<file path="config.mk">
export PLATFORM = sky130hd
export DESIGN_NAME = utf8_stream_decoder_top
export DESIGN_NICKNAME = d
export VERILOG_FILES = /design/src/rtl/u8d_pkg.sv /design/src/rtl/u8d_front.sv /design/src/rtl/u8d_fifo.sv /design/src/rtl/u8d_back.sv /design/src/rtl/utf8_stream_decoder_top.sv
export SDC_FILE = /design/constraint.sdc
export NUM_CORES = 1
export LEC_CHECK = 0
export BUFFER_PORTS_ARGS = -buffer_cell sky130_fd_sc_hd__buf_4
export CORE_MARGIN = 2
export CORE_UTILIZATION = 35
export CTS_BUF_LIST = sky130_fd_sc_hd__clkbuf_16
export DETAILED_ROUTE_END_ITERATION = 8
export GPL_TIMING_DRIVEN = 0
export PLACE_DENSITY = 0.61
export SLEW_MARGIN = 25
export SYNTH_ARGS = -nofsm -noshare
export SYNTH_HDL_FRONTEND = slang
export SYNTH_SLANG_ARGS = --single-unit
</file>
<file path="constraint.sdc">
create_clock -name i_clk -period 4 [get_ports i_clk]
set_input_delay 0.2 -clock i_clk [delete_from_list [all_inputs] [get_ports i_clk]]
set_output_delay 0.2 -clock i_clk [all_outputs]
set_load 0.01 [all_outputs]
</file>
<file path="src/rtl/u8d_pkg.sv">
// Shared types, status codes and a length helper for the UTF-8 stream decoder.
package u8d_pkg;

    localparam logic [1:0] ST_OK     = 2'd0;
    localparam logic [1:0] ST_BAD    = 2'd1;
    localparam logic [1:0] ST_TRUNC  = 2'd2;
    localparam logic [1:0] ST_LONG   = 2'd3;

    localparam logic [20:0] CP_MAX   = 21'h10FFFF;

    typedef struct packed {
        logic        pre_v;
        logic [2:0]  pre_cnt;
        logic        main_v;
        logic [20:0] cp;
        logic [2:0]  cnt;
        logic [1:0]  st;
    } t_entry;

    typedef struct packed {
        logic full;
        logic empty;
    } t_q_status;

    function automatic logic [2:0] needed_len(input logic [20:0] v);
        logic [2:0] len;
        len = 3'd0;
        if (v inside {[21'h000000:21'h00007F]}) begin
            len = 3'd1;
        end else if (v inside {[21'h000080:21'h0007FF]}) begin
            len = 3'd2;
        end else if (v inside {[21'h000800:21'h00FFFF]}) begin
            len = 3'd3;
        end else if (v inside {[21'h010000:CP_MAX]}) begin
            len = 3'd4;
        end
        return len;
    endfunction

endpackage

</file>
<file path="src/rtl/u8d_front.sv">
// Front end: accepts bytes, tracks the open sequence and builds result entries.
module u8d_front import u8d_pkg::*; (
    input  logic        i_clk,
    input  logic        i_rst_n,
    input  logic        i_valid,
    output logic        o_ready,
    input  logic [7:0]  i_in_byte,
    input  logic        i_end_of_stream,
    input  t_q_status   i_q_status,
    output logic        o_push,
    output t_entry      o_entry
);

    logic [1:0]  r_rem, n_rem;
    logic [2:0]  r_len, n_len;
    logic [20:0] r_acc, n_acc;
    logic [20:0] acc_sh;
    logic [1:0]  rem_dec;
    logic        do_fresh;
    logic        accept;
    t_entry      ent;

    assign o_ready = !i_q_status.full;
    assign accept  = i_valid && o_ready;
    assign acc_sh  = {r_acc[14:0], i_in_byte[5:0]};
    assign rem_dec = r_rem - 2'd1;

    always_comb begin
        n_rem    = r_rem;
        n_len    = r_len;
        n_acc    = r_acc;
        ent      = '0;
        do_fresh = 1'b0;
        if (r_rem != 2'd0) begin
            if (i_in_byte[7:6] == 2'b10) begin
                n_acc = acc_sh;
                n_rem = rem_dec;
                if (rem_dec == 2'd0) begin
                    ent.main_v = 1'b1;
                    ent.cnt    = r_len;
                    if (needed_len(acc_sh) != r_len) begin
                        ent.st = ST_LONG;
                    end else begin
                        ent.st = ST_OK;
                        ent.cp = acc_sh;
                    end
                    n_rem = 2'd0;
                    n_len = 3'd0;
                    n_acc = '0;
                end else if (i_end_of_stream) begin
                    ent.main_v = 1'b1;
                    ent.st     = ST_TRUNC;
                    ent.cnt    = r_len - {1'b0, rem_dec};
                    n_rem = 2'd0;
                    n_len = 3'd0;
                    n_acc = '0;
                end
            end else begin
                ent.pre_v   = 1'b1;
                ent.pre_cnt = r_len - {1'b0, r_rem};
                n_rem    = 2'd0;
                n_len    = 3'd0;
                n_acc    = '0;
                do_fresh = 1'b1;
            end
        end else begin
            do_fresh = 1'b1;
        end

        if (do_fresh) begin
            if (i_in_byte inside {[8'h00:8'h7F]}) begin
                ent.main_v = 1'b1;
                ent.cp     = {14'd0, i_in_byte[6:0]};
                ent.cnt    = 3'd1;
                ent.st     = ST_OK;
            end else if (i_in_byte inside {[8'hC0:8'hF7]}) begin
                if (i_end_of_stream) begin
                    ent.main_v = 1'b1;
                    ent.cnt    = 3'd1;
                    ent.st     = ST_TRUNC;
                end else if (i_in_byte inside {[8'hC0:8'hDF]}) begin
                    n_len = 3'd2;
                    n_rem = 2'd1;
                    n_acc = {16'd0, i_in_byte[4:0]};
                end else if (i_in_byte inside {[8'hE0:8'hEF]}) begin
                    n_len = 3'd3;
                    n_rem = 2'd2;
                    n_acc = {17'd0, i_in_byte[3:0]};
                end else begin
                    n_len = 3'd4;
                    n_rem = 2'd3;
                    n_acc = {18'd0, i_in_byte[2:0]};
                end
            end else begin
                ent.main_v = 1'b1;
                ent.cp     = {13'd0, i_in_byte};
                ent.cnt    = 3'd1;
                ent.st     = ST_BAD;
            end
        end
    end

    assign o_entry = ent;
    assign o_push  = accept && (ent.pre_v || ent.main_v);

    always_ff @(posedge i_clk) begin
        if (!i_rst_n) begin
            r_rem <= 2'd0;
            r_len <= 3'd0;
            r_acc <= '0;
        end else if (accept) begin
            r_rem <= n_rem;
            r_len <= n_len;
            r_acc <= n_acc;
        end
    end

endmodule

</file>
<file path="src/rtl/u8d_fifo.sv">
// Short register queue of result entries between front and back end.
module u8d_fifo import u8d_pkg::*; #(
    parameter int DEPTH = 4
) (
    input  logic      i_clk,
    input  logic      i_rst_n,
    input  logic      i_push,
    input  t_entry    i_entry,
    input  logic      i_pop,
    output t_entry    o_head,
    output t_q_status o_status
);

    localparam int IDX_W = (DEPTH > 1) ? $clog2(DEPTH) : 1;
    localparam int CNT_W = $clog2(DEPTH + 1);

    t_entry             r_mem [DEPTH];
    logic [IDX_W-1:0]   r_wr, r_rd;
    logic [CNT_W-1:0]   r_cnt, n_cnt;

    assign o_head         = r_mem[r_rd];
    assign o_status.full  = (r_cnt == CNT_W'(DEPTH));
    assign o_status.empty = (r_cnt == '0);

    always_comb begin
        n_cnt = r_cnt;
        if (i_push && !i_pop) begin
            n_cnt = r_cnt + CNT_W'(1);
        end else if (i_pop && !i_push) begin
            n_cnt = r_cnt - CNT_W'(1);
        end
    end

    always_ff @(posedge i_clk) begin
        if (i_push) begin
            r_mem[r_wr] <= i_entry;
        end
    end

    always_ff @(posedge i_clk) begin
        if (!i_rst_n) begin
            r_wr  <= '0;
            r_rd  <= '0;
            r_cnt <= '0;
        end else begin
            r_cnt <= n_cnt;
            if (i_push) begin
                r_wr <= (r_wr == IDX_W'(DEPTH - 1)) ? '0 : r_wr + IDX_W'(1);
            end
            if (i_pop) begin
                r_rd <= (r_rd == IDX_W'(DEPTH - 1)) ? '0 : r_rd + IDX_W'(1);
            end
        end
    end

endmodule

</file>
<file path="src/rtl/u8d_back.sv">
// Back end: splits each entry into one or two results and drives the output register.
module u8d_back import u8d_pkg::*; (
    input  logic        i_clk,
    input  logic        i_rst_n,
    input  t_entry      i_head,
    input  t_q_status   i_q_status,
    output logic        o_pop,
    output logic        o_valid,
    input  logic        i_ready,
    output logic [20:0] o_code_point,
    output logic [2:0]  o_byte_count,
    output logic [1:0]  o_status,
    output logic        o_last_of_run
);

    logic        r_valid, n_valid;
    logic        r_phase, n_phase;
    logic [20:0] r_cp, n_cp;
    logic [2:0]  r_cnt, n_cnt;
    logic [1:0]  r_st, n_st;
    logic        r_last, n_last;
    logic        advance;
    logic        pop;

    assign advance = !r_valid || i_ready;

    always_comb begin
        n_valid = r_valid && !i_ready;
        n_phase = r_phase;
        n_cp    = r_cp;
        n_cnt   = r_cnt;
        n_st    = r_st;
        n_last  = r_last;
        pop     = 1'b0;
        if (advance && !i_q_status.empty) begin
            n_valid = 1'b1;
            if (i_head.pre_v && !r_phase) begin
                n_cp   = '0;
                n_cnt  = i_head.pre_cnt;
                n_st   = ST_TRUNC;
                n_last = !i_head.main_v;
                if (i_head.main_v) begin
                    n_phase = 1'b1;
                end else begin
                    pop = 1'b1;
                end
            end else begin
                n_cp    = i_head.cp;
                n_cnt   = i_head.cnt;
                n_st    = i_head.st;
                n_last  = 1'b1;
                n_phase = 1'b0;
                pop     = 1'b1;
            end
        end
    end

    assign o_pop = pop;

    always_ff @(posedge i_clk) begin
        if (!i_rst_n) begin
            r_valid <= 1'b0;
            r_phase <= 1'b0;
        end else begin
            r_valid <= n_valid;
            r_phase <= n_phase;
        end
    end

    always_ff @(posedge i_clk) begin
        r_cp   <= n_cp;
        r_cnt  <= n_cnt;
        r_st   <= n_st;
        r_last <= n_last;
    end

    assign o_valid       = r_valid;
    assign o_code_point  = r_cp;
    assign o_byte_count  = r_cnt;
    assign o_status      = r_st;
    assign o_last_of_run = r_last;

endmodule

</file>
<file path="src/rtl/utf8_stream_decoder_top.sv">
// Top level of the UTF-8 stream decoder: front end, entry queue, back end.
//
//  channel   direction  handshake          payload
//  request   in         i_valid / o_ready  i_in_byte, i_end_of_stream
//  result    out        o_valid / i_ready  o_code_point, o_byte_count, o_status,
//                                          o_last_of_run
//
// One byte is accepted per cycle while the entry queue has room; a result
// passes the entry queue, then the back-end output register. A byte that
// yields two results holds the queue head until both have left. Results
// leave at one per cycle while i_ready is high. Synchronous reset idles the
// decoder and empties the queue. A stalled output fills it, then drops o_ready.
module utf8_stream_decoder_top import u8d_pkg::*; #(
    parameter int QUEUE_DEPTH = 4
) (
    input  logic        i_clk,
    input  logic        i_rst_n,
    input  logic        i_valid,
    output logic        o_ready,
    input  logic [7:0]  i_in_byte,
    input  logic        i_end_of_stream,
    output logic        o_valid,
    input  logic        i_ready,
    output logic [20:0] o_code_point,
    output logic [2:0]  o_byte_count,
    output logic [1:0]  o_status,
    output logic        o_last_of_run
);

    t_entry    push_entry;
    t_entry    head_entry;
    t_q_status q_status;
    logic      push;
    logic      pop;

    u8d_front u_front (
        .i_clk           (i_clk),
        .i_rst_n         (i_rst_n),
        .i_valid         (i_valid),
        .o_ready         (o_ready),
        .i_in_byte       (i_in_byte),
        .i_end_of_stream (i_end_of_stream),
        .i_q_status      (q_status),
        .o_push          (push),
        .o_entry         (push_entry)
    );

    u8d_fifo #(
        .DEPTH (QUEUE_DEPTH)
    ) u_fifo (
        .i_clk    (i_clk),
        .i_rst_n  (i_rst_n),
        .i_push   (push),
        .i_entry  (push_entry),
        .i_pop    (pop),
        .o_head   (head_entry),
        .o_status (q_status)
    );

    u8d_back u_back (
        .i_clk         (i_clk),
        .i_rst_n       (i_rst_n),
        .i_head        (head_entry),
        .i_q_status    (q_status),
        .o_pop         (pop),
        .o_valid       (o_valid),
        .i_ready       (i_ready),
        .o_code_point  (o_code_point),
        .o_byte_count  (o_byte_count),
        .o_status      (o_status),
        .o_last_of_run (o_last_of_run)
    );

    a_no_push_full: assert property (@(posedge i_clk) disable iff (!i_rst_n)
        push |-> !q_status.full)
        else $error("entry pushed into a full queue");

    a_no_pop_empty: assert property (@(posedge i_clk) disable iff (!i_rst_n)
        pop |-> !q_status.empty)
        else $error("entry popped from an empty queue");

    a_ok_in_range: assert property (@(posedge i_clk) disable iff (!i_rst_n)
        (o_valid && o_status == ST_OK) |-> (o_code_point <= CP_MAX))
        else $error("ok result above the code point range");

    a_err_zero_cp: assert property (@(posedge i_clk) disable iff (!i_rst_n)
        (o_valid && (o_status == ST_TRUNC || o_status == ST_LONG)) |->
        (o_code_point == 21'd0))
        else $error("error result carries a nonzero code point");

endmodule

</file>
## Word-level counts from Yosys, hierarchy flattened

Memories as Yosys holds them, arrays and structs flattened. A register that Yosys moved wholly into a read port is not among the register bits.
Index checks and enable logic that the tools add are counted.

| cells by class | value |
|---|---|
| add/subtract/negate cells | 7 |
| magnitude comparators | 15 |
| equality and inequality tests | 6 |
| multiplexer cells | 71 |
| reductions and logical operators | 30 |

Operators by type and width:

| operator | count |
|---|---|
| $mux W21 | 12 |
| $mux W27 | 3 |
| $mux W3 | 20 |
| $mux W31 | 1 |
| $mux W2 | 14 |
| $le A8 B8 Y1 const B | 3 |
| $ge A21 B1 Y1 const B | 1 |
| $ge A21 B12 Y1 const B | 1 |
| $ge A21 B17 Y1 const B | 1 |
| $ge A21 B8 Y1 const B | 1 |
| $le A21 B11 Y1 const B | 1 |
| $le A21 B16 Y1 const B | 1 |
| $le A21 B21 Y1 const B | 1 |
| $le A21 B7 Y1 const B | 1 |
| $mux W5 | 4 |
| $ge A8 B8 Y1 const B | 2 |
| $logic_and A1 B1 Y1 | 15 |
| $mux W1 | 15 |
| $ge A8 B1 Y1 const B | 1 |
| $le A8 B7 Y1 const B | 1 |
| $logic_not A1 Y1 | 8 |
| $mux W4 | 2 |
| $eq A2 B2 Y1 const B | 3 |
| $sub A3 B2 Y3 | 2 |
| other kinds (12) | 15 |

| word-level totals | value |
|---|---|
| bits in registers | 62 |
| bits in writable memories | 124 |
| input port bits | 13 |
| output and inout port bits | 29 |
| word-level logic and storage cells | 142 |
| memories kept | 1 |

Memory list:

| memory | words | width | read ports | clocked after Yosys merged registers in | wr ports | RTL line | RTL |
|---|---|---|---|---|---|---|---|
| u_fifo.r_mem | 4 | 31 | 1 | 1 | 1 | u8d_fifo.sv:17 | `t_entry r_mem [DEPTH];` |

## Logic depth before layout (Yosys ltp)

Gate-level depths: netlist (run 1).

| logic depth | value |
|---|---|
| word-level depth | 24 |
| mapped depth | 13 |
| gate-level depth less buffers | 11 |

## Modules after synthesis

From an unflattened synthesis (run 1), not the netlist that was laid out.

| unflattened totals | value |
|---|---|
| cells, all modules | 455 |
| area, all modules | 7522.2 µm² |

Modules (own cells, without submodules):

| module | instances | cells each | area an instance (µm²) | seq. area each (µm²) |
|---|---|---|---|---|
| u8d_fifo | 1 | 205 | 4932.2 | 3903.7 |
| u8d_front | 1 | 177 | 1466.4 | 400.4 |
| u8d_back | 1 | 73 | 1123.6 | 850.8 |

## Worst setup path after synthesis (run 1)

OpenSTA, ideal clock, no wires.

| path | value |
|---|---|
| path kind | reg2reg |
| start point | register u_fifo.r_cnt[0] |
| end point | register u_fifo.r_cnt[2] |
| setup time | 0.076 ns |
| arrival time | 3.172 ns |
| data required time | 3.924 ns |
| path slack | 0.753 ns |
| cell stages (with the launch flop) | 10 |
| path buffers | 0 |
| period minus slack after synthesis | 3.247 ns |
| path through | dfxtp_1 -> nor3_1 -> a21oi_1 -> a21bo_2 -> ha_1 -> inv_1 -> fa_1 -> xor2_1 -> or3_1 -> a21boi_0 |

| between the ends | value |
|---|---|
| cells in the longest elaborated chain, start to end | 7 |
| elaborated cells on any way between the ends | 17 |
| classes of those cells | 2 x add/sub; 1 x eq/ne; 3 x mux; 11 x reduce/logical |

Ends and longest elaborated chain:

| element | RTL line | RTL |
|---|---|---|
| start, declared | u8d_fifo.sv:19 | `logic [CNT_W-1:0] r_cnt, n_cnt;` |
| start signal, assigned | u8d_fifo.sv:46 | `r_cnt <= n_cnt;` |
| branches (longest 7 deep; another with $sub A3 B1 Y3) | -- |  |

Several ways; the timed one is not identified. The select of a mux whose other input is x is not followed.
A chain may end at the register's enable or synchronous reset.

==> results of run 1 <==
-- cells in the mapped netlist (2+ instances only) --
master	count	area, um2
nand3_1	16	80.1
nor3b_2	13	163
nor2b_1	43	269
fa_1	3	60.1
nor2_1	15	56.3
buf_6	3	33.8
xnor2_1	3	26.3
mux4_2	31	698
mux2_2	3	33.8
and2_1	11	68.8
inv_1	13	48.8
o211ai_1	2	15.0
mux2i_1	3	30.0
a31oi_1	3	18.8
buf_2	5	25.0
clkbuf_1	16	60.1
o21ai_1	2	10.0
or4_1	2	15.0
o21ai_0	20	100
a22oi_1	16	120
dfxtp_1	31	621
nand2_1	21	78.8
nor3_1	3	15.0
a21oi_1	10	50.1
a21boi_0	4	30.0
edfxtp_1	151	4530
ha_1	10	125
nor3b_1	3	22.5
-- worst max-delay path, cell delays in order (launching register included) --
cell and delay (ns):
dfxtp_1 0.31, inv_1 0.12, ha_1 0.17, clkbuf_1 0.31, nor2_1 0.14, a22oi_1 0.45
o21a_1 0.17, clkbuf_1 0.25, ha_1 0.24, inv_1 0.06, fa_1 0.38, xor2_1 0.16
or3_1 0.30, a21boi_0 0.19
-- placed cells by master, fill, tap and decap left out, types with 4 or more instances in the layout --
master,netlist,routed
nor3b_2,13,13
nor2b_1,43,43
buf_16,0,5
dfxtp_1,31,31
buf_4,0,38
bufinv_16,0,4
clkbuf_1,16,16
buf_2,5,5
and2_2,0,4
mux4_2,31,31
and2_1,11,7
o21ai_0,20,20
a21boi_0,4,4
nor2_1,15,15
a21oi_1,10,9
nand3_1,16,16
a22oi_1,16,16
inv_1,13,16
ha_1,10,10
nand2_1,21,21
clkbuf_16,0,17
edfxtp_1,151,151
-- path summary, 6_finish.rpt --
path,cells after the start,endpoint,start
setup reg to reg,13,u_fifo.r_cnt[2]$_SDFFE_PN0P_,u_front.r_rem[1]$_SDFFE_PN0P_
hold / removal,3,u_front.r_acc[2]$_SDFFE_PN0P_,i_in_byte[2]
setup / recovery,13,u_fifo.r_cnt[2]$_SDFFE_PN0P_,u_front.r_rem[1]$_SDFFE_PN0P_
hold reg to reg,2,u_front.r_rem[1]$_SDFFE_PN0P_,u_front.r_rem[1]$_SDFFE_PN0P_
-- cells by family after synthesis --
kind of cell | after synthesis | share of synthesized area (%)
DFF | 182 | 68.0
and+or+nand+nor | 137 | 11.1
AOI/OAI and AO/OA | 65 | 5.56
buffers and inverters | 37 | 2.21
muxes | 37 | 10.0
adders and majority gates | 13 | 2.44
xor gates and xnor gates | 5 | 0.676
-- layer usage --
metal / vias to the layer above / global-route usage (%) / wire, um / part of all wire (%)
li1: 1941 / - / - / -
met1: 2116 / 17.9 / 6440 / 45
met5: - / 0 / 0 / 0
met3: 17 / 3.58 / 672 / 4.6
met2: 107 / 21.8 / 7180 / 50
met4: 0 / 4.07 / 164 / 1.1
-- cell type report --
class	instances	area [um2]	share of cell area [%]
Clock buffer	17	425	4.74
Clock inverter	15	188	2.09
Multi-Input combinational cell	257	2280	25.4
Inverter	13	48.8	0.543
Buffer	24	119	1.32
Tap cell	275	344	3.83
Sequential cell	182	5150	57.4
Timing Repair Buffer	43	423	4.71
-- power by group through the flow --
stage / Combinational [uW] / Sequential [uW] / Clock [uW]
4_1_cts: 1370 / 2530 / 1740
2_1_floorplan: 731 / 2640 / 0
5_1_grt: 1470 / 2550 / 1830
6_report: 1340 / 2530 / 1720
3_3_place_gp: 1270 / 2570 / 0
3_5_place_dp: 1370 / 2570 / 0
-- sequential cells by signal (all words and copies together) (netlist names), named ones only --
name / count
u_back.o_byte_count: 3
u_back.o_code_point: 21
u_back.o_last_of_run: 1
u_back.o_status: 2
u_back.o_valid: 1
u_back.r_phase: 1
u_fifo.r_cnt: 3
u_fifo.r_mem: 124
u_fifo.r_rd: 2
u_fifo.r_wr: 2
u_front.r_acc: 15
u_front.r_len: 3
u_front.r_rem: 2
-- per-stage QoR --
step | TNS [ns] | hold slack (ns) | area, um2
after floorplan | 0 | 0.355 | 7590
after global placement | -1.22 | 0.467 | 8220
after detailed placement | 0 | 0.473 | 8370
after CTS | 0 | 0.0669 | 8980
after global routing | 0 | 0.106 | 8980
final | 0 | 0.0824 | 8980
==> flow_results.xml, run 1 <==
<?xml version="1.0" encoding="UTF-8"?>
<metrics>
  <group name="power">
    <metric name="vdd_drop_max" unit="mV">0.278</metric>
    <metric name="p_comb_share" unit="%">24.0</metric>
    <metric name="power_frac_clock" unit="%">30.7</metric>
    <metric name="power.net_switching" unit="uW">1470</metric>
    <metric name="leakage" unit="uW">0.00291</metric>
    <metric name="internal-power" unit="uW">4120</metric>
    <metric name="pwr_cell_area" unit="nW/um2">621</metric>
    <metric name="switching_share" unit="%">26.3</metric>
    <metric name="fin_total_pwr" unit="uW">5580</metric>
    <metric name="sequentialPowerShare" unit="%">45.3</metric>
  </group>
  <group name="yosys">
    <metric name="syn_area_per_cell" unit="um2">15.9</metric>
    <metric name="synthCells" unit="">476</metric>
    <metric name="synth.lib_cells_used.distinct" unit="">48</metric>
    <metric name="synth.net_count" unit="">502</metric>
    <metric name="yosys_most_used_dff" unit="">edfxtp_1</metric>
    <metric name="synth-warning-count" unit="">0</metric>
    <metric name="async_reset_ff_share" unit="%">0</metric>
    <metric name="ys_seq_area_share" unit="%">68.0</metric>
    <metric name="mappedNetlistArea" unit="um2">7590</metric>
    <metric name="synth_edf_count" unit="">151</metric>
    <metric name="yosys_register_bits" unit="">182</metric>
  </group>
  <group name="grt">
    <metric name="first_global_vias" unit="">4295</metric>
    <metric name="grt.total_usage" unit="%">13.5</metric>
    <metric name="initial_antenna_violation_count" unit="">0</metric>
    <metric name="overflow" unit="">0</metric>
    <metric name="grt_start_max_net_pins" unit="">21</metric>
    <metric name="grt_first_pass_wirelength" unit="um">22900</metric>
  </group>
  <group name="finish">
    <metric name="nets" unit="">564</metric>
    <metric name="syn2layout_area_growth" unit="%">18.4</metric>
    <metric name="layoutNonFillerInstCount" unit="">826</metric>
    <metric name="post_route_cells_drive_above_1_share" unit="%">25.4</metric>
    <metric name="fill_cells" unit="">1864</metric>
    <metric name="final_core_utilization" unit="%">42.5</metric>
    <metric name="antennaDiodeCount" unit="">0</metric>
  </group>
  <group name="sta">
    <metric name="rsz0062_at_grt" unit="">no</metric>
    <metric name="report.final.setup_viol" unit="">0</metric>
    <metric name="max-slew-margin-rel" unit="%">51.7</metric>
    <metric name="final.setup_skew" unit="ns">0.0116</metric>
    <metric name="hold_vio_cnt_final" unit="">0</metric>
    <metric name="min_period_over_period" unit="%">83.6</metric>
    <metric name="timing.final.crit_period" unit="ns">3.34</metric>
    <metric name="maxSlewViolCount" unit="">0</metric>
    <metric name="worst_slew_pin_slew" unit="ns">0.724</metric>
    <metric name="timing.fmax" unit="MHz">299</metric>
    <metric name="worst_slack" unit="ns">0.657</metric>
  </group>
  <group name="setup_path">
    <metric name="critical_path_arrival" unit="ns">3.68</metric>
    <metric name="setup.worst_path.end_class" unit="">flip-flop</metric>
    <metric name="r2r_setup_slack" unit="ns">0.66</metric>
    <metric name="critPathRequiredTime" unit="ns">4.34</metric>
    <metric name="timing.critical_path.from_type" unit="">flip-flop</metric>
    <metric name="timing_worst_setup_path_type" unit="">reg2reg</metric>
    <metric name="crit_fanout" unit="">9</metric>
  </group>
  <group name="drt">
    <metric name="detail_route.drc_violations" unit="">0</metric>
    <metric name="detail_route.vias_per_cell" unit="">5.06</metric>
    <metric name="routed_vias" unit="">4181</metric>
    <metric name="antenna_violating_nets_post_route" unit="">0</metric>
    <metric name="totalWireLength" unit="um">14500</metric>
    <metric name="detail_route.wl_per_cell" unit="um">17.5</metric>
    <metric name="drt-pass1-iter-count" unit="">5</metric>
    <metric name="detail_route.iter0.violations" unit="">324</metric>
  </group>
  <group name="run_status">
    <metric name="run_status" unit="">finished clean</metric>
  </group>
  <group name="die">
    <metric name="io_pins" unit="">42</metric>
    <metric name="coreArea" unit="um2">21200</metric>
    <metric name="chipWidth" unit="um">151</metric>
    <metric name="initial_core_util" unit="%">35.9</metric>
    <metric name="die-area" unit="um2">22900</metric>
    <metric name="core.rowCount" unit="">53</metric>
    <metric name="die_h" unit="um">151</metric>
  </group>
  <group name="clock_network">
    <metric name="cts.path.max_buffers" unit="">2</metric>
    <metric name="worstSkewPairLatency" unit="ns">0.42</metric>
    <metric name="cts_root_buf" unit="">clkbuf_16</metric>
    <metric name="cts_hold_buf" unit="">0</metric>
    <metric name="post_cts.repair.setup_buffers" unit="">0</metric>
    <metric name="clock_pin_transition_on_the_worst_setup_and_hold_timing_paths" unit="ns">0.06</metric>
    <metric name="cts_htree_levels" unit="">4</metric>
    <metric name="cts_tree" unit="">yes</metric>
    <metric name="cts_made_buffers" unit="">17</metric>
    <metric name="numClockSinks" unit="">182</metric>
    <metric name="post_cts_resized" unit="">0</metric>
  </group>
  <group name="placement">
    <metric name="place.gp.congestion" unit="">0.846</metric>
    <metric name="port-buffer-count" unit="">38</metric>
    <metric name="dp.cells" unit="">794</metric>
    <metric name="hpwl" unit="um">9880</metric>
    <metric name="worst_case_setup_slack_after_placement" unit="ns">0.721</metric>
  </group>
  <group name="job">
    <metric name="maxCapViolCount" unit="">0</metric>
  </group>
  <group name="hold_path">
    <metric name="hold_path.class" unit="">in2reg</metric>
  </group>
</metrics>
Note: power is estimated with default switching activity, not from simulation.
==> run 2, diff against run 1 <==
==> constraint.sdc (replaced) <==
create_clock -name i_clk -period 3.3 [get_ports i_clk]
set_input_delay 0.165 -clock i_clk [delete_from_list [all_inputs] [get_ports i_clk]]
set_output_delay 0.165 -clock i_clk [all_outputs]
set_load 0.01 [all_outputs]
==> run 2 against run 1 <==
Combinational power up 21%. Clock power up 21%. Total power up 21%. Design area about the same. Global-route usage about the same. Core utilization about the same. Non-clock buffer count down 1. Clock-buffer cell count unchanged. Register-to-register slack worse by 0.40 ns. Clock skew down 0.0020 ns. Worst hold slack worse by 0.035 ns. Maximum frequency up 9.8%. Critical path type unchanged.
==> flow_results.xml, run 2 (synthesis gave the netlist of run 1 again) <==
<?xml version="1.0" encoding="UTF-8"?>
<metrics>
  <group name="clock_network">
    <metric name="clock_pin_transition_on_the_worst_setup_and_hold_timing_paths" unit="ns">0.06</metric>
    <metric name="worstSkewPairLatency" unit="ns">0.42</metric>
    <metric name="cts_tree" unit="">yes</metric>
    <metric name="numClockSinks" unit="">182</metric>
    <metric name="cts_made_buffers" unit="">17</metric>
    <metric name="cts.path.max_buffers" unit="">2</metric>
    <metric name="cts_htree_levels" unit="">4</metric>
    <metric name="cts_root_buf" unit="">clkbuf_16</metric>
  </group>
  <group name="grt">
    <metric name="grt_start_max_net_pins" unit="">21</metric>
    <metric name="overflow" unit="">0</metric>
    <metric name="grt.total_usage" unit="%">13.5</metric>
    <metric name="grt_first_pass_wirelength" unit="um">23000</metric>
    <metric name="first_global_vias" unit="">4298</metric>
    <metric name="initial_antenna_violation_count" unit="">0</metric>
  </group>
  <group name="drt">
    <metric name="detail_route.drc_violations" unit="">0</metric>
    <metric name="drt-pass1-iter-count" unit="">5</metric>
    <metric name="routed_vias" unit="">4150</metric>
    <metric name="detail_route.vias_per_cell" unit="">5.03</metric>
    <metric name="detail_route.iter0.violations" unit="">301</metric>
    <metric name="detail_route.wl_per_cell" unit="um">17.4</metric>
    <metric name="antenna_violating_nets_post_route" unit="">0</metric>
    <metric name="totalWireLength" unit="um">14400</metric>
  </group>
  <group name="placement">
    <metric name="detailed_place.area" unit="um2">8370</metric>
    <metric name="place.gp.congestion" unit="">0.846</metric>
    <metric name="hpwl" unit="um">9880</metric>
    <metric name="port-buffer-count" unit="">38</metric>
  </group>
  <group name="sta">
    <metric name="worst_slew_pin_slew" unit="ns">0.721</metric>
    <metric name="timing.hold.ws" unit="ns">0.0475</metric>
    <metric name="hold_vio_cnt_final" unit="">0</metric>
    <metric name="min_period_over_period" unit="%">92.2</metric>
    <metric name="final.setup_skew" unit="ns">0.00964</metric>
    <metric name="timing.final.crit_period" unit="ns">3.04</metric>
    <metric name="timing.fmax" unit="MHz">329</metric>
    <metric name="maxSlewViolCount" unit="">0</metric>
    <metric name="max-slew-margin-rel" unit="%">51.9</metric>
    <metric name="rsz0062_at_grt" unit="">no</metric>
    <metric name="report.final.setup_viol" unit="">0</metric>
  </group>
  <group name="hold_path">
    <metric name="hold_path.class" unit="">in2reg</metric>
    <metric name="hold_path_depth" unit="">3</metric>
  </group>
  <group name="finish">
    <metric name="antennaDiodeCount" unit="">0</metric>
    <metric name="max_flop_register" unit="">u_fifo.r_mem</metric>
    <metric name="largest_register_ffs" unit="">124</metric>
    <metric name="biggestRegsByFlops" unit="">u_fifo.r_mem (124), u_back.o_code_point (21), u_front.r_acc (15)</metric>
    <metric name="post_route_cells_drive_above_1_share" unit="%">25.8</metric>
    <metric name="mostFrequentLayoutCells" unit="">151 x edfxtp_1, 43 x nor2b_1, 38 x buf_4</metric>
    <metric name="final_common_cell" unit="">edfxtp_1</metric>
    <metric name="nets" unit="">563</metric>
    <metric name="syn2layout_area_growth" unit="%">18.5</metric>
    <metric name="final_design_area_no_fill" unit="um2">8990</metric>
  </group>
  <group name="setup_path">
    <metric name="critical_path_arrival" unit="ns">3.39</metric>
    <metric name="path_cells" unit="">inv_1 &gt; ha_1 &gt; nor2_1 &gt; a22oi_2 &gt; o21a_1 &gt; clkbuf_1 &gt; ha_1 &gt; inv_1 &gt; fa_1 &gt; xor2_1 &gt; or3_1 &gt; a21boi_0</metric>
    <metric name="timing.critical_path.from_type" unit="">flip-flop</metric>
    <metric name="critical_path_top_delay_cell" unit="">fa_1</metric>
    <metric name="critPathMaxStageDelay" unit="ns">0.38</metric>
    <metric name="crit_fanout" unit="">9</metric>
    <metric name="timing_worst_setup_path_type" unit="">reg2reg</metric>
    <metric name="critPathRequiredTime" unit="ns">3.64</metric>
    <metric name="worstRegToRegCells" unit="">12</metric>
    <metric name="setup.worst_path.end_class" unit="">flip-flop</metric>
  </group>
  <group name="die">
    <metric name="coreArea" unit="um2">21200</metric>
    <metric name="initial_core_util" unit="%">35.9</metric>
    <metric name="die-area" unit="um2">22900</metric>
    <metric name="core.rowCount" unit="">53</metric>
    <metric name="chipWidth" unit="um">151</metric>
    <metric name="io_pins" unit="">42</metric>
    <metric name="die_h" unit="um">151</metric>
  </group>
  <group name="job">
    <metric name="maxCapViolCount" unit="">0</metric>
  </group>
  <group name="power">
    <metric name="leakage" unit="uW">0.00291</metric>
    <metric name="vdd_drop_max" unit="mV">0.337</metric>
    <metric name="pwr_cell_area" unit="nW/um2">753</metric>
  </group>
  <group name="run_status">
    <metric name="run_status" unit="">finished clean</metric>
  </group>
</metrics>
run 2: cell count changes in the layout (fill, tap and decap cells not counted), sizes merged:
cell    before  now
clkbuf      33   32
run 2: final timing paths:
path / startpoint / slack (ns) / end
setup / recovery: u_front.r_rem[1]$_SDFFE_PN0P_ / 0.26 / u_fifo.r_cnt[2]$_SDFFE_PN0P_
hold / removal: i_in_byte[2] / 0.05 / u_front.r_acc[2]$_SDFFE_PN0P_
setup reg to reg: u_front.r_rem[1]$_SDFFE_PN0P_ / 0.26 / u_fifo.r_cnt[2]$_SDFFE_PN0P_
hold reg to reg: u_front.r_rem[1]$_SDFFE_PN0P_ / 0.48 / u_front.r_rem[1]$_SDFFE_PN0P_
run 2: worst max-delay path: cells and delay by family (launching register included):
| family | cells | cell delay [ns] |
|---|---|---|
| buffers and inverters | 3 | 0.43 |
| DFF | 1 | 0.31 |
| AOI/OAI and AO/OA | 3 | 0.63 |
| adders and majority gates | 3 | 0.98 |
| xor gates and xnor gates | 1 | 0.16 |
| and+or+nand+nor | 2 | 0.44 |
run 2: layout make-up:
type                            instances  area [um2]
Fill cell                            1867       12200
Multi-Input combinational cell        257        2290
Inverter                               13        48.8
Clock inverter                         15         188
Sequential cell                       182        5150
Buffer                                 23         115
Tap cell                              275         344
Timing Repair Buffer                   43         423
Clock buffer                           17         425
run 2: metrics by stage:
stage                     total power [uW]  setup slack, ns  TNS (ns)  util (%)  std cells
after floorplan                       4090           0.0529         0         -        476
after global placement                4660            -1.23    -55.12      38.8        789
after detailed placement              4780           0.0213         0      39.6        794
after CTS                             6840           0.0915         0      42.5        826
after global routing                  7100           0.0283         0      42.5        825
final                                 6760            0.257         0      42.5        825
run 2: routing by layer:
metal  vias up  GRT usage, %  part of all wire [%]
li1       1942             -                     -
met1      2091          18.0                    44
met2        98          21.8                    50
met3        19          3.55                   5.4
met4         0          4.02                   1.4
met5         -             0                     0
run 2: power breakdown:
part	switching, uW	total (uW)	internal [uW]
combinational	838	1620	784
clock	820	2080	1260
sequential	118	3060	2940
run 2: timing repair:
action	4_1_cts	5_1_grt
endpoints found under the hold margin	0	0
cloned	0	0
buffers inserted	0	0
gates resized for setup	1	1
hold buffers	0	0
endpoints found under the setup margin	1	1
==> run 3, diff against run 2 <==
--- a/config.mk
+++ b/config.mk
@@ -7,11 +7,11 @@
 export LEC_CHECK = 0
 export BUFFER_PORTS_ARGS = -buffer_cell sky130_fd_sc_hd__buf_4
 export CORE_MARGIN = 2
-export CORE_UTILIZATION = 35
+export CORE_UTILIZATION = 40
 export CTS_BUF_LIST = sky130_fd_sc_hd__clkbuf_16
 export DETAILED_ROUTE_END_ITERATION = 8
 export GPL_TIMING_DRIVEN = 0
-export PLACE_DENSITY = 0.61
+export PLACE_DENSITY = 0.66
 export SLEW_MARGIN = 25
 export SYNTH_ARGS = -nofsm -noshare
 export SYNTH_HDL_FRONTEND = slang
==> run 3 against run 2 <==
Total power is 0.93% lower. Worst setup slack worse by 0.041 ns. Die area is 12% lower. First-iteration DRC count is 9.6% higher. Routed wire length is 1.8% higher. Sequential cell count stayed put. Largest power group unchanged.
==> flow_results.xml, run 3 (synthesis gave the netlist of run 1 again) <==
<?xml version="1.0" encoding="UTF-8"?>
<metrics>
  <group name="sta">
    <metric name="worst_slack" unit="ns">0.216</metric>
    <metric name="report.final.setup_viol" unit="">0</metric>
    <metric name="maxSlewViolCount" unit="">0</metric>
    <metric name="worst_slew_pin_slew" unit="ns">0.788</metric>
    <metric name="min_period_over_period" unit="%">93.5</metric>
    <metric name="timing.final.crit_period" unit="ns">3.08</metric>
    <metric name="rsz0062_at_grt" unit="">no</metric>
    <metric name="max-slew-margin-rel" unit="%">47.4</metric>
    <metric name="hold_vio_cnt_final" unit="">0</metric>
    <metric name="timing.fmax" unit="MHz">324</metric>
    <metric name="final.setup_skew" unit="ns">0.00770</metric>
  </group>
  <group name="hold_path">
    <metric name="hold_path.class" unit="">in2reg</metric>
  </group>
  <group name="power">
    <metric name="power_frac_clock" unit="%">30.0</metric>
    <metric name="fin_total_pwr" unit="uW">6700</metric>
    <metric name="p_comb_share" unit="%">24.3</metric>
    <metric name="internal-power" unit="uW">4900</metric>
    <metric name="leakage" unit="uW">0.00287</metric>
    <metric name="power.net_switching" unit="uW">1800</metric>
    <metric name="vdd_drop_max" unit="mV">0.382</metric>
    <metric name="pwr_cell_area" unit="nW/um2">753</metric>
    <metric name="sequentialPowerShare" unit="%">45.7</metric>
    <metric name="switching_share" unit="%">26.8</metric>
  </group>
  <group name="drt">
    <metric name="routed_vias" unit="">4168</metric>
    <metric name="totalWireLength" unit="um">14600</metric>
    <metric name="met2_length" unit="um">7400</metric>
    <metric name="detail_route.vias_per_cell" unit="">5.32</metric>
    <metric name="detail_route.drc_violations" unit="">0</metric>
    <metric name="detail_route.wirelength.met1" unit="um">6500</metric>
    <metric name="detail_route.wl_per_cell" unit="um">18.6</metric>
    <metric name="detail_route.iter0.violations" unit="">330</metric>
    <metric name="routed_length_on_met3" unit="um">452</metric>
    <metric name="topRoutingLayerUsed" unit="">met4</metric>
    <metric name="antenna_violating_nets_post_route" unit="">0</metric>
    <metric name="drt-pass1-iter-count" unit="">4</metric>
  </group>
  <group name="setup_path">
    <metric name="timing_worst_setup_path_type" unit="">reg2reg</metric>
    <metric name="critical_path_arrival" unit="ns">3.45</metric>
    <metric name="critPathRequiredTime" unit="ns">3.66</metric>
    <metric name="timing.critical_path.from_type" unit="">flip-flop</metric>
    <metric name="crit_fanout" unit="">10</metric>
    <metric name="setup.worst_path.end_class" unit="">flip-flop</metric>
  </group>
  <group name="placement">
    <metric name="hpwl" unit="um">9860</metric>
    <metric name="worst_case_setup_slack_after_placement" unit="ns">0.000353</metric>
    <metric name="port-buffer-count" unit="">38</metric>
    <metric name="place.gp.congestion" unit="">0.886</metric>
  </group>
  <group name="clock_network">
    <metric name="worstSkewPairLatency" unit="ns">0.43</metric>
    <metric name="cts_hold_buf" unit="">0</metric>
    <metric name="cts_htree_levels" unit="">4</metric>
    <metric name="clock_pin_transition_on_the_worst_setup_and_hold_timing_paths" unit="ns">0.06</metric>
    <metric name="cts_made_buffers" unit="">17</metric>
    <metric name="cts_root_buf" unit="">clkbuf_16</metric>
    <metric name="numClockSinks" unit="">182</metric>
    <metric name="cts_tree" unit="">yes</metric>
    <metric name="post_cts.repair.setup_buffers" unit="">0</metric>
    <metric name="cts.path.max_buffers" unit="">2</metric>
  </group>
  <group name="die">
    <metric name="io_pins" unit="">42</metric>
    <metric name="chipWidth" unit="um">142</metric>
    <metric name="die-area" unit="um2">20100</metric>
    <metric name="die_h" unit="um">142</metric>
    <metric name="coreArea" unit="um2">18600</metric>
    <metric name="core.rowCount" unit="">50</metric>
    <metric name="initial_core_util" unit="%">40.7</metric>
  </group>
  <group name="finish">
    <metric name="syn2layout_area_growth" unit="%">17.4</metric>
    <metric name="biggestRegsByFlops" unit="">u_fifo.r_mem (124), u_back.o_code_point (21), u_front.r_acc (15)</metric>
    <metric name="post_route_cells_drive_above_1_share" unit="%">25.8</metric>
    <metric name="largest_register_ffs" unit="">124</metric>
    <metric name="nets" unit="">563</metric>
    <metric name="mostFrequentLayoutCells" unit="">151 x edfxtp_1, 43 x nor2b_1, 38 x buf_4</metric>
    <metric name="fill_cells" unit="">1601</metric>
    <metric name="final_common_cell" unit="">edfxtp_1</metric>
    <metric name="antennaDiodeCount" unit="">0</metric>
    <metric name="max_flop_register" unit="">u_fifo.r_mem</metric>
  </group>
  <group name="grt">
    <metric name="grt.total_usage" unit="%">15.3</metric>
    <metric name="grt_first_pass_wirelength" unit="um">22900</metric>
    <metric name="first_global_vias" unit="">4285</metric>
    <metric name="initial_antenna_violation_count" unit="">0</metric>
    <metric name="grt_start_max_net_pins" unit="">20</metric>
    <metric name="overflow" unit="">0</metric>
  </group>
  <group name="run_status">
    <metric name="run_status" unit="">finished clean</metric>
  </group>
  <group name="job">
    <metric name="maxCapViolCount" unit="">0</metric>
  </group>
</metrics>
==> run 3: cell types whose count changed in the layout (fill, tap and decap cells not counted), sizes merged <==
| cell | before | now |
|---|---|---|
| clkinv | 3 | 6 |
| inv | 18 | 14 |
| bufinv | 4 | 3 |
| clkinvlp | 3 | 5 |
==> run 3: layer usage <==
layer / vias up / global-route usage (%)
li1: 1941 / -
met1: 2124 / 19.4
met2: 85 / 25.8
met3: 18 / 3.24
met4: 0 / 6.00
met5: - / 0
==> run 3: layout make-up <==
cell class / instances / area (um2) / area share [%]
timing repair buffer: 43 / 415 / 4.67
clock inverter: 15 / 161 / 1.81
multi-input combinational: 257 / 2290 / 25.7
tap: 234 / 293 / 3.29
sequential: 182 / 5150 / 57.9
clock buffer: 17 / 425 / 4.78
inverter: 13 / 48.8 / 0.548
buffer: 23 / 115 / 1.29
==> run 3: what timing repair did <==
| action | 4_1_cts | 5_1_grt |
|---|---|---|
| resized for setup | 1 | 1 |
| endpoints found under the setup margin | 1 | 1 |
| cloned | 0 | 0 |
==> run 3: critical path, stage by stage, from the launching register on <==
cell and delay [ns]:
dfxtp_1 0.36, mux4_2 0.34, nor2b_1 0.12, clkbuf_1 0.61, a21bo_2 0.30, ha_1 0.20, inv_1 0.07, fa_1 0.38
xor2_1 0.17, or3_1 0.32, a21boi_0 0.16
==> run 3: power groups by stage <==
stage	Sequential, uW	Combinational (uW)	Clock (uW)
finish	3060	1630	2010
global route	3100	1770	2140
CTS	3070	1670	2050
detailed placement	3120	1670	0
global placement	3120	1520	0
floorplan	3200	886	0
==> run 3: stage by stage <==
step / utilization [%] / std cells / TNS [ns] / instance area [um2] / hold slack, ns
final: 47.8 / 784 / 0 / 8900 / 0.0353
after global routing: 47.8 / 784 / 0 / 8900 / 0.0386
after CTS: 47.8 / 785 / 0 / 8900 / 0.0183
after detailed placement: 44.6 / 753 / 0 / 8310 / 0.473
after global placement: 43.8 / 748 / -55.78 / 8160 / 0.458
after floorplan: - / 476 / 0 / 7590 / 0.320
==> run 3: worst paths after layout <==
check	from	slack, ns	cells after the start	to
worst max-delay path	flip-flop	0.22	10	u_fifo.r_cnt[2]$_SDFFE_PN0P_
worst min-delay path	i_in_byte[0]	0.04	3	u_front.r_acc[0]$_SDFFE_PN0P_
worst max register to register	flip-flop	0.22	10	u_fifo.r_cnt[2]$_SDFFE_PN0P_
worst min register to register	u_front.r_rem[1]$_SDFFE_PN0P_	0.51	2	u_front.r_rem[1]$_SDFFE_PN0P_
